===== src/sv/ttg_pkg.sv =====
`timescale 1ns / 1ps
// ----------------------------------------------------------------------------
// ttg_pkg
// Shared constants, codes and controller/datapath types of the simple glyph
// parser.
// ----------------------------------------------------------------------------
package ttg_pkg;

  localparam int MAX_POINTS = 64;
  localparam int PTR_W      = $clog2(MAX_POINTS);
  localparam int CNT_W      = $clog2(MAX_POINTS + 1);

  // Result kinds
  localparam logic [2:0] KIND_HEADER    = 3'd0;
  localparam logic [2:0] KIND_CONTOUR   = 3'd1;
  localparam logic [2:0] KIND_POINT     = 3'd2;
  localparam logic [2:0] KIND_NO_POINTS = 3'd3;
  localparam logic [2:0] KIND_ERROR     = 3'd4;

  // Flag bit positions
  localparam int FLAG_X_SHORT = 1;
  localparam int FLAG_Y_SHORT = 2;
  localparam int FLAG_REPEAT  = 3;
  localparam int FLAG_X_SAME  = 4;
  localparam int FLAG_Y_SAME  = 5;

  // Last header byte index; the header has ten bytes
  localparam logic [3:0] HDR_LAST = 4'd9;

  typedef enum logic [3:0] {
    ST_HEADER,
    ST_ENDPTS,
    ST_INSTLEN,
    ST_INSTR,
    ST_FLAGS,
    ST_REP_FILL,
    ST_XS_RD,
    ST_XS_CHK,
    ST_XS,
    ST_YS_RD,
    ST_YS_CHK,
    ST_YS,
    ST_ERR,
    ST_DONE
  } state_t;

  typedef struct packed {
    logic restart;
    logic hdr_byte;
    logic end_byte;
    logic ilen_byte;
    logic instr_byte;
    logic flag_byte;
    logic rep_step;
    logic x_zero;
    logic x_byte;
    logic y_begin;
    logic y_skip;
    logic y_byte;
    logic err_emit;
  } cmd_t;

  typedef struct packed {
    logic       out_free;
    logic       cnt_odd;
    logic       hdr_last;
    logic       seen_last;
    logic       endpt_big;
    logic       word_zero;
    logic       instr_last;
    logic       total_zero;
    logic       composite;
    logic       rep_pending;
    logic       rep_over;
    logic       rep_zero;
    logic       byte_repeat;
    logic       cursor_end;
    logic       next_end;
    logic [7:0] flag;
  } status_t;

endpackage


===== src/sv/ttg_if.sv =====
`timescale 1ns / 1ps
// ----------------------------------------------------------------------------
// ttg_in_if / ttg_out_if
// Valid/ready channels for record bytes and decoded results.
// ----------------------------------------------------------------------------
interface ttg_in_if;
  logic       valid;
  logic       ready;
  logic [7:0] data_byte;
  logic       record_start;

  modport source (output valid, output data_byte, output record_start, input ready);
  modport sink   (input valid, input data_byte, input record_start, output ready);
endinterface

interface ttg_out_if;
  logic               valid;
  logic               ready;
  logic        [2:0]  kind;
  logic signed [15:0] contour_count;
  logic signed [15:0] box_min_x;
  logic signed [15:0] box_min_y;
  logic signed [15:0] box_max_x;
  logic signed [15:0] box_max_y;
  logic        [5:0]  item_index;
  logic        [15:0] end_point;
  logic        [7:0]  point_flags;
  logic signed [15:0] x_delta;
  logic signed [15:0] y_delta;
  logic               record_done;

  modport source (output valid, output kind, output contour_count, output box_min_x,
                  output box_min_y, output box_max_x, output box_max_y,
                  output item_index, output end_point, output point_flags,
                  output x_delta, output y_delta, output record_done, input ready);
  modport sink   (input valid, input kind, input contour_count, input box_min_x,
                  input box_min_y, input box_max_x, input box_max_y,
                  input item_index, input end_point, input point_flags,
                  input x_delta, input y_delta, input record_done, output ready);
endinterface


===== src/sv/truetype_simple_glyph_parser.sv =====
`timescale 1ns / 1ps
// ----------------------------------------------------------------------------
// truetype_simple_glyph_parser
// Decodes one simple glyph record per byte stream into header, contour end,
// point, no-points and error results.
// ----------------------------------------------------------------------------
// One record byte is taken per cycle while the sequencer is in a byte-taking
// state and the result register is free or being drained. Stalls come from
// the single-port flag and x-delta stores: each repeat run is written out in
// ST_REP_FILL, each x delta passes through a store read (ST_XS_RD) and check
// (ST_XS_CHK) besides its bytes, and every y point passes through a store
// read (ST_YS_RD) and check (ST_YS_CHK) before its bytes or its result. A
// byte with record_start set restarts the parser whenever it is taken; bytes
// after a finished record are dropped without a result.
module truetype_simple_glyph_parser (
  input  logic      clk,
  input  logic      rst,
  ttg_in_if.sink    bytes,
  ttg_out_if.source results
);

  ttg_pkg::cmd_t    cmd;
  ttg_pkg::status_t sts;

  ttg_ctrl u_ctrl (
    .clk          (clk),
    .rst          (rst),
    .in_valid     (bytes.valid),
    .record_start (bytes.record_start),
    .in_ready     (bytes.ready),
    .sts          (sts),
    .cmd          (cmd)
  );

  ttg_datapath u_datapath (
    .clk           (clk),
    .rst           (rst),
    .cmd           (cmd),
    .sts           (sts),
    .data_byte     (bytes.data_byte),
    .out_ready     (results.ready),
    .out_valid     (results.valid),
    .kind          (results.kind),
    .contour_count (results.contour_count),
    .box_min_x     (results.box_min_x),
    .box_min_y     (results.box_min_y),
    .box_max_x     (results.box_max_x),
    .box_max_y     (results.box_max_y),
    .item_index    (results.item_index),
    .end_point     (results.end_point),
    .point_flags   (results.point_flags),
    .x_delta       (results.x_delta),
    .y_delta       (results.y_delta),
    .record_done   (results.record_done)
  );

endmodule


===== src/sv/ttg_ctrl.sv =====
`timescale 1ns / 1ps
// ----------------------------------------------------------------------------
// ttg_ctrl
// Phase sequencer: steps through header, end points, instructions, flags,
// x deltas and y deltas, and issues one datapath command per cycle.
// ----------------------------------------------------------------------------
module ttg_ctrl (
  input  logic             clk,
  input  logic             rst,
  input  logic             in_valid,
  input  logic             record_start,
  output logic             in_ready,
  input  ttg_pkg::status_t sts,
  output ttg_pkg::cmd_t    cmd
);

  ttg_pkg::state_t state, state_next;
  logic            take;
  logic            byte_state;

  // States that take record bytes
  always_comb begin
    case (state)
      ttg_pkg::ST_HEADER, ttg_pkg::ST_ENDPTS, ttg_pkg::ST_INSTLEN, ttg_pkg::ST_INSTR,
      ttg_pkg::ST_FLAGS, ttg_pkg::ST_XS, ttg_pkg::ST_YS, ttg_pkg::ST_DONE: byte_state = 1'b1;
      default: byte_state = 1'b0;
    endcase
  end

  assign in_ready = byte_state && sts.out_free;
  assign take     = in_ready && in_valid;

  // Next state
  always_comb begin
    state_next = state;
    if (take && record_start) begin
      state_next = ttg_pkg::ST_HEADER;
    end else begin
      case (state)
        ttg_pkg::ST_HEADER: begin
          if (take && sts.cnt_odd && sts.hdr_last) begin
            if (sts.composite) state_next = ttg_pkg::ST_DONE;
            else if (sts.total_zero) state_next = ttg_pkg::ST_INSTLEN;
            else state_next = ttg_pkg::ST_ENDPTS;
          end
        end
        ttg_pkg::ST_ENDPTS: begin
          if (take && sts.cnt_odd && sts.seen_last) begin
            state_next = sts.endpt_big ? ttg_pkg::ST_ERR : ttg_pkg::ST_INSTLEN;
          end
        end
        ttg_pkg::ST_INSTLEN: begin
          if (take && sts.cnt_odd) begin
            if (!sts.word_zero) state_next = ttg_pkg::ST_INSTR;
            else state_next = sts.total_zero ? ttg_pkg::ST_DONE : ttg_pkg::ST_FLAGS;
          end
        end
        ttg_pkg::ST_INSTR: begin
          if (take && sts.instr_last) begin
            state_next = sts.total_zero ? ttg_pkg::ST_DONE : ttg_pkg::ST_FLAGS;
          end
        end
        ttg_pkg::ST_FLAGS: begin
          if (take) begin
            if (sts.rep_pending) begin
              state_next = sts.rep_over ? ttg_pkg::ST_DONE : ttg_pkg::ST_REP_FILL;
            end else if (!sts.byte_repeat && sts.next_end) begin
              state_next = ttg_pkg::ST_XS_RD;
            end
          end
        end
        ttg_pkg::ST_REP_FILL: begin
          if (sts.rep_zero) begin
            state_next = sts.cursor_end ? ttg_pkg::ST_XS_RD : ttg_pkg::ST_FLAGS;
          end
        end
        ttg_pkg::ST_XS_RD: begin
          state_next = sts.cursor_end ? ttg_pkg::ST_YS_RD : ttg_pkg::ST_XS_CHK;
        end
        ttg_pkg::ST_XS_CHK: begin
          if (sts.flag[ttg_pkg::FLAG_X_SHORT] || !sts.flag[ttg_pkg::FLAG_X_SAME]) begin
            state_next = ttg_pkg::ST_XS;
          end else begin
            state_next = ttg_pkg::ST_XS_RD;
          end
        end
        ttg_pkg::ST_XS: begin
          if (take && (sts.flag[ttg_pkg::FLAG_X_SHORT] || sts.cnt_odd)) begin
            state_next = ttg_pkg::ST_XS_RD;
          end
        end
        ttg_pkg::ST_YS_RD: begin
          state_next = ttg_pkg::ST_YS_CHK;
        end
        ttg_pkg::ST_YS_CHK: begin
          if (sts.flag[ttg_pkg::FLAG_Y_SHORT] || !sts.flag[ttg_pkg::FLAG_Y_SAME]) begin
            state_next = ttg_pkg::ST_YS;
          end else if (sts.out_free) begin
            state_next = sts.next_end ? ttg_pkg::ST_DONE : ttg_pkg::ST_YS_RD;
          end
        end
        ttg_pkg::ST_YS: begin
          if (take && (sts.flag[ttg_pkg::FLAG_Y_SHORT] || sts.cnt_odd)) begin
            state_next = sts.next_end ? ttg_pkg::ST_DONE : ttg_pkg::ST_YS_RD;
          end
        end
        ttg_pkg::ST_ERR: begin
          if (sts.out_free) state_next = ttg_pkg::ST_DONE;
        end
        ttg_pkg::ST_DONE: begin
          state_next = ttg_pkg::ST_DONE;
        end
        default: state_next = ttg_pkg::ST_HEADER;
      endcase
    end
  end

  // Commands
  always_comb begin
    logic op;
    op = take && !record_start;
    cmd            = '0;
    cmd.restart    = take && record_start;
    case (state)
      ttg_pkg::ST_HEADER:   cmd.hdr_byte   = op;
      ttg_pkg::ST_ENDPTS:   cmd.end_byte   = op;
      ttg_pkg::ST_INSTLEN:  cmd.ilen_byte  = op;
      ttg_pkg::ST_INSTR:    cmd.instr_byte = op;
      ttg_pkg::ST_FLAGS:    cmd.flag_byte  = op;
      ttg_pkg::ST_REP_FILL: cmd.rep_step   = 1'b1;
      ttg_pkg::ST_XS_RD:    cmd.y_begin    = sts.cursor_end;
      ttg_pkg::ST_XS_CHK:
        cmd.x_zero = !sts.flag[ttg_pkg::FLAG_X_SHORT] && sts.flag[ttg_pkg::FLAG_X_SAME];
      ttg_pkg::ST_XS:       cmd.x_byte     = op;
      ttg_pkg::ST_YS_CHK:
        cmd.y_skip = !sts.flag[ttg_pkg::FLAG_Y_SHORT] && sts.flag[ttg_pkg::FLAG_Y_SAME]
                     && sts.out_free;
      ttg_pkg::ST_YS:       cmd.y_byte     = op;
      ttg_pkg::ST_ERR:      cmd.err_emit   = sts.out_free;
      default: ;
    endcase
  end

  always_ff @(posedge clk) begin
    if (rst) begin
      state <= ttg_pkg::ST_HEADER;
    end else begin
      state <= state_next;
    end
  end

endmodule


===== src/sv/ttg_datapath.sv =====
`timescale 1ns / 1ps
// ----------------------------------------------------------------------------
// ttg_datapath
// Field registers, flag and x-delta stores, and the result register.
// ----------------------------------------------------------------------------
module ttg_datapath (
  input  logic                clk,
  input  logic                rst,
  input  ttg_pkg::cmd_t       cmd,
  output ttg_pkg::status_t    sts,
  input  logic [7:0]          data_byte,
  input  logic                out_ready,
  output logic                out_valid,
  output logic [2:0]          kind,
  output logic signed [15:0]  contour_count,
  output logic signed [15:0]  box_min_x,
  output logic signed [15:0]  box_min_y,
  output logic signed [15:0]  box_max_x,
  output logic signed [15:0]  box_max_y,
  output logic [5:0]          item_index,
  output logic [15:0]         end_point,
  output logic [7:0]          point_flags,
  output logic signed [15:0]  x_delta,
  output logic signed [15:0]  y_delta,
  output logic                record_done
);

  localparam int PW = ttg_pkg::PTR_W;
  localparam int CW = ttg_pkg::CNT_W;

  logic [3:0]    cnt;
  logic [7:0]    hold;
  logic [15:0]   ctotal;
  logic [15:0]   seen;
  logic [CW-1:0] ptotal;
  logic [CW-1:0] cursor;
  logic          rep_pending;
  logic [7:0]    rep_count;
  logic [7:0]    last_flag;
  logic [15:0]   remaining;
  logic [15:0]   box [4];

  logic [7:0]    flag_mem [ttg_pkg::MAX_POINTS];
  logic [15:0]   x_mem    [ttg_pkg::MAX_POINTS];
  logic [7:0]    flag_q;
  logic [15:0]   x_q;

  logic [15:0]   word;
  logic [15:0]   x_short;
  logic [15:0]   y_short;
  logic [CW-1:0] cursor_inc;
  logic          fl_we;
  logic [7:0]    fl_wd;
  logic          x_we;
  logic [15:0]   x_wd;

  // Emission
  logic          emit;
  logic [2:0]    e_kind;
  logic          e_hdr;
  logic [5:0]    e_item;
  logic [15:0]   e_endp;
  logic          e_point;
  logic [15:0]   e_y;
  logic          e_done;

  assign word       = {hold, data_byte};
  assign cursor_inc = cursor + CW'(1);
  assign x_short    = flag_q[ttg_pkg::FLAG_X_SAME] ? {8'd0, data_byte}
                                                   : 16'd0 - {8'd0, data_byte};
  assign y_short    = flag_q[ttg_pkg::FLAG_Y_SAME] ? {8'd0, data_byte}
                                                   : 16'd0 - {8'd0, data_byte};

  // Status toward the sequencer
  always_comb begin
    sts             = '0;
    sts.out_free    = !out_valid || out_ready;
    sts.cnt_odd     = cnt[0];
    sts.hdr_last    = (cnt == ttg_pkg::HDR_LAST);
    sts.seen_last   = ({1'b0, seen} + 17'd1) >= {1'b0, ctotal};
    sts.endpt_big   = ({1'b0, word} + 17'd1) > 17'(ttg_pkg::MAX_POINTS);
    sts.word_zero   = (word == 16'd0);
    sts.instr_last  = (remaining == 16'd1);
    sts.total_zero  = (ctotal == 16'd0);
    sts.composite   = ctotal[15];
    sts.rep_pending = rep_pending;
    sts.rep_over    = ({2'b00, cursor} + {1'b0, data_byte}) > {2'b00, ptotal};
    sts.rep_zero    = (rep_count == 8'd0);
    sts.byte_repeat = data_byte[ttg_pkg::FLAG_REPEAT];
    sts.cursor_end  = (cursor >= ptotal);
    sts.next_end    = ({1'b0, cursor} + 8'd1) >= {1'b0, ptotal};
    sts.flag        = flag_q;
  end

  // Store write controls
  assign fl_we = (cmd.flag_byte && !rep_pending) || (cmd.rep_step && rep_count != 8'd0);
  assign fl_wd = cmd.rep_step ? last_flag : data_byte;
  assign x_we  = cmd.x_zero
              || (cmd.x_byte && (flag_q[ttg_pkg::FLAG_X_SHORT] || cnt[0]));
  assign x_wd  = cmd.x_zero ? 16'd0
               : (flag_q[ttg_pkg::FLAG_X_SHORT] ? x_short : word);

  always_ff @(posedge clk) begin
    if (fl_we) flag_mem[cursor[PW-1:0]] <= fl_wd;
    flag_q <= flag_mem[cursor[PW-1:0]];
  end

  always_ff @(posedge clk) begin
    if (x_we) x_mem[cursor[PW-1:0]] <= x_wd;
    x_q <= x_mem[cursor[PW-1:0]];
  end

  // Pick the result to emit this cycle
  always_comb begin
    emit    = 1'b0;
    e_kind  = ttg_pkg::KIND_ERROR;
    e_hdr   = 1'b0;
    e_item  = '0;
    e_endp  = '0;
    e_point = 1'b0;
    e_y     = '0;
    e_done  = 1'b0;
    if (cmd.hdr_byte && cnt[0] && cnt == ttg_pkg::HDR_LAST) begin
      emit   = 1'b1;
      e_kind = ttg_pkg::KIND_HEADER;
      e_hdr  = 1'b1;
      e_done = ctotal[15];
    end else if (cmd.end_byte && cnt[0]) begin
      emit   = 1'b1;
      e_kind = ttg_pkg::KIND_CONTOUR;
      e_item = seen[5:0];
      e_endp = word;
    end else if ((cmd.ilen_byte && cnt[0] && word == 16'd0 && ctotal == 16'd0)
              || (cmd.instr_byte && remaining == 16'd1 && ctotal == 16'd0)) begin
      emit   = 1'b1;
      e_kind = ttg_pkg::KIND_NO_POINTS;
      e_done = 1'b1;
    end else if ((cmd.flag_byte && rep_pending && sts.rep_over) || cmd.err_emit) begin
      emit   = 1'b1;
      e_kind = ttg_pkg::KIND_ERROR;
      e_done = 1'b1;
    end else if (cmd.y_skip
              || (cmd.y_byte && (flag_q[ttg_pkg::FLAG_Y_SHORT] || cnt[0]))) begin
      emit    = 1'b1;
      e_kind  = ttg_pkg::KIND_POINT;
      e_point = 1'b1;
      e_item  = cursor[5:0];
      e_done  = sts.next_end;
      if (cmd.y_byte) e_y = flag_q[ttg_pkg::FLAG_Y_SHORT] ? y_short : word;
    end
  end

  // Result register
  always_ff @(posedge clk) begin
    if (rst) begin
      out_valid <= 1'b0;
    end else if (emit) begin
      out_valid <= 1'b1;
    end else if (out_ready) begin
      out_valid <= 1'b0;
    end
    if (emit) begin
      kind          <= e_kind;
      contour_count <= e_hdr ? ctotal : 16'd0;
      box_min_x     <= e_hdr ? box[0] : 16'd0;
      box_min_y     <= e_hdr ? box[1] : 16'd0;
      box_max_x     <= e_hdr ? box[2] : 16'd0;
      box_max_y     <= e_hdr ? word : 16'd0;
      item_index    <= e_item;
      end_point     <= e_endp;
      point_flags   <= e_point ? flag_q : 8'd0;
      x_delta       <= e_point ? x_q : 16'd0;
      y_delta       <= e_y;
      record_done   <= e_done;
    end
  end

  // Field registers
  always_ff @(posedge clk) begin
    if (rst) begin
      cnt         <= '0;
      hold        <= '0;
      ctotal      <= '0;
      seen        <= '0;
      ptotal      <= '0;
      cursor      <= '0;
      rep_pending <= 1'b0;
      rep_count   <= '0;
      last_flag   <= '0;
      remaining   <= '0;
      for (int i = 0; i < 4; i++) box[i] <= '0;
    end else if (cmd.restart) begin
      // First byte of a new record: high byte of the contour count
      hold        <= data_byte;
      cnt         <= 4'd1;
      ctotal      <= '0;
      seen        <= '0;
      rep_pending <= 1'b0;
      rep_count   <= '0;
      for (int i = 0; i < 4; i++) box[i] <= '0;
    end else begin
      if (cmd.hdr_byte) begin
        if (!cnt[0]) begin
          hold <= data_byte;
          cnt  <= cnt + 4'd1;
        end else begin
          if (cnt == 4'd1) ctotal <= word;
          else box[2'(cnt[3:1] - 3'd1)] <= word;
          if (cnt == ttg_pkg::HDR_LAST) begin
            cnt  <= '0;
            seen <= '0;
          end else begin
            cnt <= cnt + 4'd1;
          end
        end
      end

      if (cmd.end_byte) begin
        if (!cnt[0]) begin
          hold <= data_byte;
          cnt  <= 4'd1;
        end else begin
          cnt  <= '0;
          seen <= seen + 16'd1;
          if (sts.seen_last && !sts.endpt_big) ptotal <= CW'(word + 16'd1);
        end
      end

      // Instruction length, then skip that many bytes
      if (cmd.ilen_byte) begin
        if (!cnt[0]) begin
          hold <= data_byte;
          cnt  <= 4'd1;
        end else begin
          cnt       <= '0;
          remaining <= word;
          if (word == 16'd0) begin
            cursor      <= '0;
            rep_pending <= 1'b0;
          end
        end
      end
      if (cmd.instr_byte) begin
        remaining <= remaining - 16'd1;
        if (remaining == 16'd1) begin
          cursor      <= '0;
          rep_pending <= 1'b0;
        end
      end

      // Flags and repeat runs
      if (cmd.flag_byte) begin
        if (rep_pending) begin
          rep_pending <= 1'b0;
          rep_count   <= data_byte;
        end else begin
          last_flag <= data_byte;
          if (data_byte[ttg_pkg::FLAG_REPEAT]) begin
            rep_pending <= 1'b1;
            cursor      <= cursor_inc;
          end else if (sts.next_end) begin
            cursor <= '0;
            cnt    <= '0;
          end else begin
            cursor <= cursor_inc;
          end
        end
      end
      if (cmd.rep_step) begin
        if (rep_count != 8'd0) begin
          rep_count <= rep_count - 8'd1;
          cursor    <= cursor_inc;
        end else if (sts.cursor_end) begin
          cursor <= '0;
          cnt    <= '0;
        end
      end

      // X deltas
      if (cmd.x_zero) cursor <= cursor_inc;
      if (cmd.x_byte) begin
        if (flag_q[ttg_pkg::FLAG_X_SHORT]) begin
          cursor <= cursor_inc;
        end else if (!cnt[0]) begin
          hold <= data_byte;
          cnt  <= 4'd1;
        end else begin
          cnt    <= '0;
          cursor <= cursor_inc;
        end
      end

      // Y deltas
      if (cmd.y_begin) begin
        cursor <= '0;
        cnt    <= '0;
      end
      if (cmd.y_skip) cursor <= cursor_inc;
      if (cmd.y_byte) begin
        if (flag_q[ttg_pkg::FLAG_Y_SHORT]) begin
          cursor <= cursor_inc;
        end else if (!cnt[0]) begin
          hold <= data_byte;
          cnt  <= 4'd1;
        end else begin
          cnt    <= '0;
          cursor <= cursor_inc;
        end
      end
    end
  end

endmodule

===== src/flat_wrapper.sv =====
// flat-port wrapper written by rule: the top's interface ports become plain ports
module truetype_simple_glyph_parser_flat 
  (clk, rst, bytes_valid, bytes_data_byte, bytes_record_start, bytes_ready, results_valid, results_kind, results_contour_count, results_box_min_x, results_box_min_y, results_box_max_x, results_box_max_y, results_item_index, results_end_point, results_point_flags, results_x_delta, results_y_delta, results_record_done, results_ready);
  ttg_in_if bytes_i ();
  ttg_out_if results_i ();
  input  logic clk;
  input  logic rst;
  input wire logic [$bits(bytes_i.valid)-1:0] bytes_valid;
  input wire logic [$bits(bytes_i.data_byte)-1:0] bytes_data_byte;
  input wire logic [$bits(bytes_i.record_start)-1:0] bytes_record_start;
  output wire logic [$bits(bytes_i.ready)-1:0] bytes_ready;
  output wire logic [$bits(results_i.valid)-1:0] results_valid;
  output wire logic [$bits(results_i.kind)-1:0] results_kind;
  output wire logic [$bits(results_i.contour_count)-1:0] results_contour_count;
  output wire logic [$bits(results_i.box_min_x)-1:0] results_box_min_x;
  output wire logic [$bits(results_i.box_min_y)-1:0] results_box_min_y;
  output wire logic [$bits(results_i.box_max_x)-1:0] results_box_max_x;
  output wire logic [$bits(results_i.box_max_y)-1:0] results_box_max_y;
  output wire logic [$bits(results_i.item_index)-1:0] results_item_index;
  output wire logic [$bits(results_i.end_point)-1:0] results_end_point;
  output wire logic [$bits(results_i.point_flags)-1:0] results_point_flags;
  output wire logic [$bits(results_i.x_delta)-1:0] results_x_delta;
  output wire logic [$bits(results_i.y_delta)-1:0] results_y_delta;
  output wire logic [$bits(results_i.record_done)-1:0] results_record_done;
  input wire logic [$bits(results_i.ready)-1:0] results_ready;
  assign bytes_i.valid = bytes_valid;
  assign bytes_i.data_byte = bytes_data_byte;
  assign bytes_i.record_start = bytes_record_start;
  assign bytes_ready = bytes_i.ready;
  assign results_valid = results_i.valid;
  assign results_kind = results_i.kind;
  assign results_contour_count = results_i.contour_count;
  assign results_box_min_x = results_i.box_min_x;
  assign results_box_min_y = results_i.box_min_y;
  assign results_box_max_x = results_i.box_max_x;
  assign results_box_max_y = results_i.box_max_y;
  assign results_item_index = results_i.item_index;
  assign results_end_point = results_i.end_point;
  assign results_point_flags = results_i.point_flags;
  assign results_x_delta = results_i.x_delta;
  assign results_y_delta = results_i.y_delta;
  assign results_record_done = results_i.record_done;
  assign results_i.ready = results_ready;
  truetype_simple_glyph_parser u_core (.clk(clk), .rst(rst), .bytes(bytes_i), .results(results_i));
endmodule

===== config.mk =====
export PLATFORM = sky130hd
export DESIGN_NAME = truetype_simple_glyph_parser_flat
export DESIGN_NICKNAME = d
export VERILOG_FILES = /design/src/sv/ttg_pkg.sv /design/src/sv/ttg_if.sv /design/src/sv/truetype_simple_glyph_parser.sv /design/src/sv/ttg_ctrl.sv /design/src/sv/ttg_datapath.sv /design/src/flat_wrapper.sv
export SDC_FILE = /design/constraint.sdc
export NUM_CORES = 2
export LEC_CHECK = 0
export BUFFER_PORTS_ARGS = -buffer_cell sky130_fd_sc_hd__buf_2
export CORE_MARGIN = 5
export CORE_UTILIZATION = 35
export CTS_BUF_LIST = sky130_fd_sc_hd__clkbuf_4 sky130_fd_sc_hd__clkbuf_8 sky130_fd_sc_hd__clkbuf_16
export DETAILED_ROUTE_END_ITERATION = 8
export PLACE_DENSITY_LB_ADDON = 0.1
export SLEW_MARGIN = 20
export SYNTH_ARGS = -nofsm -noshare
export SYNTH_HDL_FRONTEND = slang
export SYNTH_SLANG_ARGS = --single-unit

===== constraint.sdc =====
create_clock -name clk -period 8 [get_ports clk]
set_input_delay 1.6 -clock clk [delete_from_list [all_inputs] [get_ports clk]]
set_output_delay 1.6 -clock clk [all_outputs]
set_load 0.02 [all_outputs]

==> run_summary.xml <==
<?xml version="1.0" encoding="UTF-8"?>
<metrics>
  <group name="status">
    <metric name="status" unit="">finished, final reports clean</metric>
  </group>
  <group name="logic_synthesis">
    <metric name="mappedNetlistNets" unit="">4526</metric>
    <metric name="top_cells_by_area_synth" unit="">edfxtp_1, a22oi_1, dfxtp_1</metric>
    <metric name="ys.flop_type" unit="">edfxtp_1</metric>
    <metric name="syn_avg_cell_area" unit="um^2">15.8</metric>
    <metric name="netlist.area_leader.share" unit="%">73.6</metric>
    <metric name="yosys.cell_count.top_type" unit="">edfxtp_1</metric>
    <metric name="synth-edff-count" unit="">1730</metric>
    <metric name="post-synth-top-area-cell" unit="">edfxtp_1</metric>
    <metric name="post_synth_instance_area" unit="mm^2">0.0706</metric>
    <metric name="yosys_warnings" unit="">0</metric>
    <metric name="netlist_instances" unit="">4456</metric>
    <metric name="leading_post_synthesis_cells_by_instance_count" unit="">edfxtp_1, a22oi_1, nor2_1</metric>
    <metric name="postSynthRegisterBits" unit="">1851</metric>
    <metric name="ys_seq_area_share" unit="%">77.0</metric>
    <metric name="synth_cell_types" unit="">77</metric>
    <metric name="synth_async_sr_flop_share" unit="%">0</metric>
  </group>
  <group name="setup_path">
    <metric name="reg2reg_from" unit="">u_core.u_datapath.cursor[4]$_SDFFE_PP0N_</metric>
    <metric name="worst-r2r-setup-slack" unit="ps">3230</metric>
    <metric name="critPathMaxStageDelay" unit="ps">1040</metric>
    <metric name="crit_cells" unit="">8</metric>
    <metric name="crit_chain" unit="">buf_2 &gt; clkinv_1 &gt; ha_1 &gt; and4_1 &gt; o21ai_0 &gt; nand2_1 &gt; nor2_4 &gt; buf_4</metric>
    <metric name="critical_path.endpoint_type" unit="">flop</metric>
    <metric name="cell_family_with_most_cp_delay" unit="">simple AND/OR/NAND/NOR gates</metric>
    <metric name="worst_setup_path_start_kind" unit="">primary input</metric>
    <metric name="timing.critical_path.required" unit="ps">8600</metric>
    <metric name="cp_max_fo" unit="">37</metric>
    <metric name="critical_path.reg2reg.endpoint" unit="">u_core.u_datapath.cursor[2]$_SDFFE_PP0N_</metric>
    <metric name="critPathLaunch" unit="">bytes_data_byte[0]</metric>
    <metric name="worst_ep_arrival_time" unit="ps">5600</metric>
    <metric name="rr_worst_depth" unit="">13</metric>
    <metric name="worst-setup-path-type" unit="">primary input to flop</metric>
    <metric name="critPathSlowestCell" unit="">nor2_4</metric>
    <metric name="critical_path.endpoint" unit="">u_core.u_datapath.x_mem[55][10]$_DFFE_PP_</metric>
    <metric name="crit_buf_inv" unit="">3</metric>
  </group>
  <group name="floorplanning">
    <metric name="rows" unit="">164</metric>
    <metric name="die_height" unit="um">459</metric>
    <metric name="floorplan.initialDensity" unit="%">35.2</metric>
    <metric name="placeableCoreArea" unit="mm^2">0.200</metric>
    <metric name="die_area" unit="mm^2">0.211</metric>
    <metric name="num_io_pins" unit="">161</metric>
    <metric name="chipWidth" unit="um">459</metric>
  </group>
  <group name="cells_and_area">
    <metric name="final-instance-count-excl-fill" unit="">7501</metric>
    <metric name="num-fill-cells" unit="">18335</metric>
    <metric name="multi_input_comb_area" unit="mm^2">0.0153</metric>
    <metric name="area.sequential" unit="mm^2">0.0544</metric>
    <metric name="nNetsFinal" unit="">4756</metric>
    <metric name="largest_register_ff_count" unit="">1024</metric>
    <metric name="areaGrowthSynthToFinish" unit="%">15.9</metric>
    <metric name="layout.cell_area.non_filler" unit="mm^2">0.0818</metric>
    <metric name="drive_above_1_share" unit="%">15.8</metric>
  </group>
  <group name="power">
    <metric name="power_frac_comb" unit="%">5.1</metric>
    <metric name="p_clk_share" unit="%">42.4</metric>
    <metric name="p_int" unit="uW">16000</metric>
    <metric name="p_leak" unit="uW">0.0260</metric>
    <metric name="seq_power_share" unit="%">52.5</metric>
    <metric name="vdd_drop_max" unit="uV">196</metric>
    <metric name="power-per-cell-area" unit="mW/mm^2">252</metric>
    <metric name="power_switching_share" unit="%">22.6</metric>
    <metric name="total_switching_power" unit="uW">4660</metric>
  </group>
  <group name="clocking">
    <metric name="cts-root-to-sink-buffers" unit="">3</metric>
    <metric name="cts_tree" unit="">yes</metric>
    <metric name="cts_repair_resize_count" unit="">0</metric>
    <metric name="cts_max_level" unit="">4</metric>
    <metric name="cts.sinks" unit="">1851</metric>
    <metric name="ctsRootBufferMaster" unit="">clkbuf_16</metric>
    <metric name="cts_inserted_buffers" unit="">195</metric>
    <metric name="cts_post_setup_buffers_inserted" unit="">0</metric>
    <metric name="clock_latency" unit="ps">840</metric>
    <metric name="cts.reportedPaths.clkPinSlew" unit="ps">60</metric>
    <metric name="cts-hold-fix-buffers" unit="">0</metric>
  </group>
  <group name="detailed_routing">
    <metric name="num_vias" unit="">42197</metric>
    <metric name="detail_route.vias_per_cell" unit="">5.63</metric>
    <metric name="firstDrtPassIters" unit="">5</metric>
    <metric name="drt-total-wl" unit="mm">226</metric>
    <metric name="ant_nets" unit="">0</metric>
    <metric name="drc" unit="">0</metric>
    <metric name="avgRoutedWirePerCell" unit="um">30.1</metric>
    <metric name="detail_route.iter0.violations" unit="">4005</metric>
  </group>
  <group name="flow_run">
    <metric name="cap_violations" unit="">0</metric>
  </group>
  <group name="sta">
    <metric name="layout_min_cycle_time" unit="ps">5000</metric>
    <metric name="timing.final.setup_violations" unit="">0</metric>
    <metric name="final-hold-violation-count" unit="">0</metric>
    <metric name="worst_pin_slew" unit="ps">1190</metric>
    <metric name="timing.setup.tns" unit="ps">0</metric>
    <metric name="timing.clock.skew" unit="ps">42.1</metric>
    <metric name="min_period_over_period" unit="%">62.5</metric>
    <metric name="timing.final.max_slew_violations" unit="">0</metric>
    <metric name="tightest_slew_margin_relative_to_the_limit" unit="%">20.1</metric>
    <metric name="highest_achievable_clock_rate" unit="MHz">200</metric>
    <metric name="rsz0062_at_grt" unit="">no</metric>
  </group>
  <group name="placed_design">
    <metric name="final_estimated_routing_congestion_in_global_placement" unit="">0.843</metric>
    <metric name="placed_cells" unit="">7143</metric>
    <metric name="portBuffers" unit="">160</metric>
    <metric name="placed_cell_area" unit="mm^2">0.0755</metric>
    <metric name="dp_hpwl" unit="mm">131</metric>
  </group>
  <group name="global_route">
    <metric name="initial_antenna_violation_count" unit="">17</metric>
    <metric name="global_route.overflow_total" unit="">0</metric>
    <metric name="grt_first_pass_wirelength" unit="mm">319</metric>
    <metric name="grt_start_max_net_pins" unit="">148</metric>
    <metric name="grt_pass1_vias" unit="">41513</metric>
    <metric name="grt_usage" unit="%">20.9</metric>
  </group>
  <group name="worst_hold_path">
    <metric name="hold_path.class" unit="">flop to flop</metric>
  </group>
</metrics>
area by class of cell:
cell class | instances | area share (%)
clock inverter | 109 | 1.05
tap | 2656 | 4.06
multi-input combinational | 2251 | 18.7
inverter | 45 | 0.207
timing repair buffer | 342 | 2.93
clock buffer | 244 | 6.48
sequential | 1851 | 66.5
antenna | 3 | 0.00918
through the flow:
step | hold slack, ps | total power (uW) | worst slack, ps | util [%]
after floorplan | 432 | 11600 | 169 | -
after global placement | 443 | 12100 | 2230 | 37.7
after detailed placement | 445 | 12100 | 2220 | 37.7
after CTS | 452 | 20800 | 3110 | 40.8
after global routing | 478 | 21300 | 2870 | 40.8
final | 455 | 20600 | 3000 | 40.8
power groups by stage:
stage / Clock [uW] / Sequential [uW] / Combinational (uW)
floorplan: 0 / 11000 / 580
detailed placement: 0 / 11000 / 1040
finish: 8750 / 10800 / 1050
global route: 9330 / 10800 / 1130
CTS: 8940 / 10800 / 1050
global placement: 0 / 11000 / 1030
worst reg2reg max path, cell delays in order, from the launching register on:
cell,delay [ps]
dfxtp_1,1010
nand2_1,550
nor2_1,260
xor2_1,220
ha_1,280
a21o_1,190
a221oi_1,270
o21a_1,350
or3_1,180
a21boi_0,640
nand3b_1,150
a211oi_1,270
o21ai_0,170
a21oi_1,150
cells in the final DEF, fill, tap and decap left out, drive strengths merged, types with 6 or more instances in the layout:
master	n
and3	94
or2	10
nor2	305
a21o	13
nor4	48
bufinv	8
a31oi	104
nand3b	7
or3	17
a22oi	545
buf	342
nand3	70
clkbuf	244
a221oi	121
xor2	13
o22ai	6
nand4	51
clkinv	90
nand2	111
nand2b	22
dfxtp	121
o21ai	55
nor3b	6
xnor2	24
mux2i	19
a21oi	138
nor2b	18
and2	69
edfxtp	1730
a41oi	45
ha	56
nor3	61
a211oi	12
inv	52
a22o	122
a2111oi	6
o211ai	18
cell families after synthesis:
group	share of synthesized area, %
compound gates	12.9
xor+xnor	0.459
fa+ha+maj	1.02
buf+inv	1.90
flops	77.0
mux	0.285
simple gates	6.42
worst min path at each step:
| stage | start | to | slack, ps | cells after the start |
|---|---|---|---|---|
| after floorplan | u_core.u_datapath.ptotal[5]$_SDFFE_PP0P_ | u_core.u_datapath.ptotal[5]$_SDFFE_PP0P_ | 430 | 2 |
| after global placement | u_core.u_datapath.ptotal[5]$_SDFFE_PP0P_ | u_core.u_datapath.ptotal[5]$_SDFFE_PP0P_ | 440 | 2 |
| after detailed placement | u_core.u_datapath.ptotal[6]$_SDFFE_PP0P_ | u_core.u_datapath.ptotal[6]$_SDFFE_PP0P_ | 440 | 2 |
| after CTS | u_core.u_datapath.ptotal[6]$_SDFFE_PP0P_ | u_core.u_datapath.ptotal[6]$_SDFFE_PP0P_ | 450 | 2 |
| after global routing | u_core.u_datapath.ptotal[6]$_SDFFE_PP0P_ | u_core.u_datapath.ptotal[6]$_SDFFE_PP0P_ | 480 | 2 |
| final | u_core.u_datapath.ptotal[6]$_SDFFE_PP0P_ | u_core.u_datapath.ptotal[6]$_SDFFE_PP0P_ | 450 | 2 |
routing by layer:
| metal | part of all wire, % | vias up | global-route usage, % |
|---|---|---|---|
| li1 | - | 18505 | - |
| met1 | 44 | 21867 | 29.1 |
| met2 | 46 | 1519 | 33.1 |
| met3 | 7.3 | 302 | 4.69 |
| met4 | 2.5 | 4 | 5.54 |
| met5 | 0.012 | - | 0 |
Power figures use the tool's default switching activity.
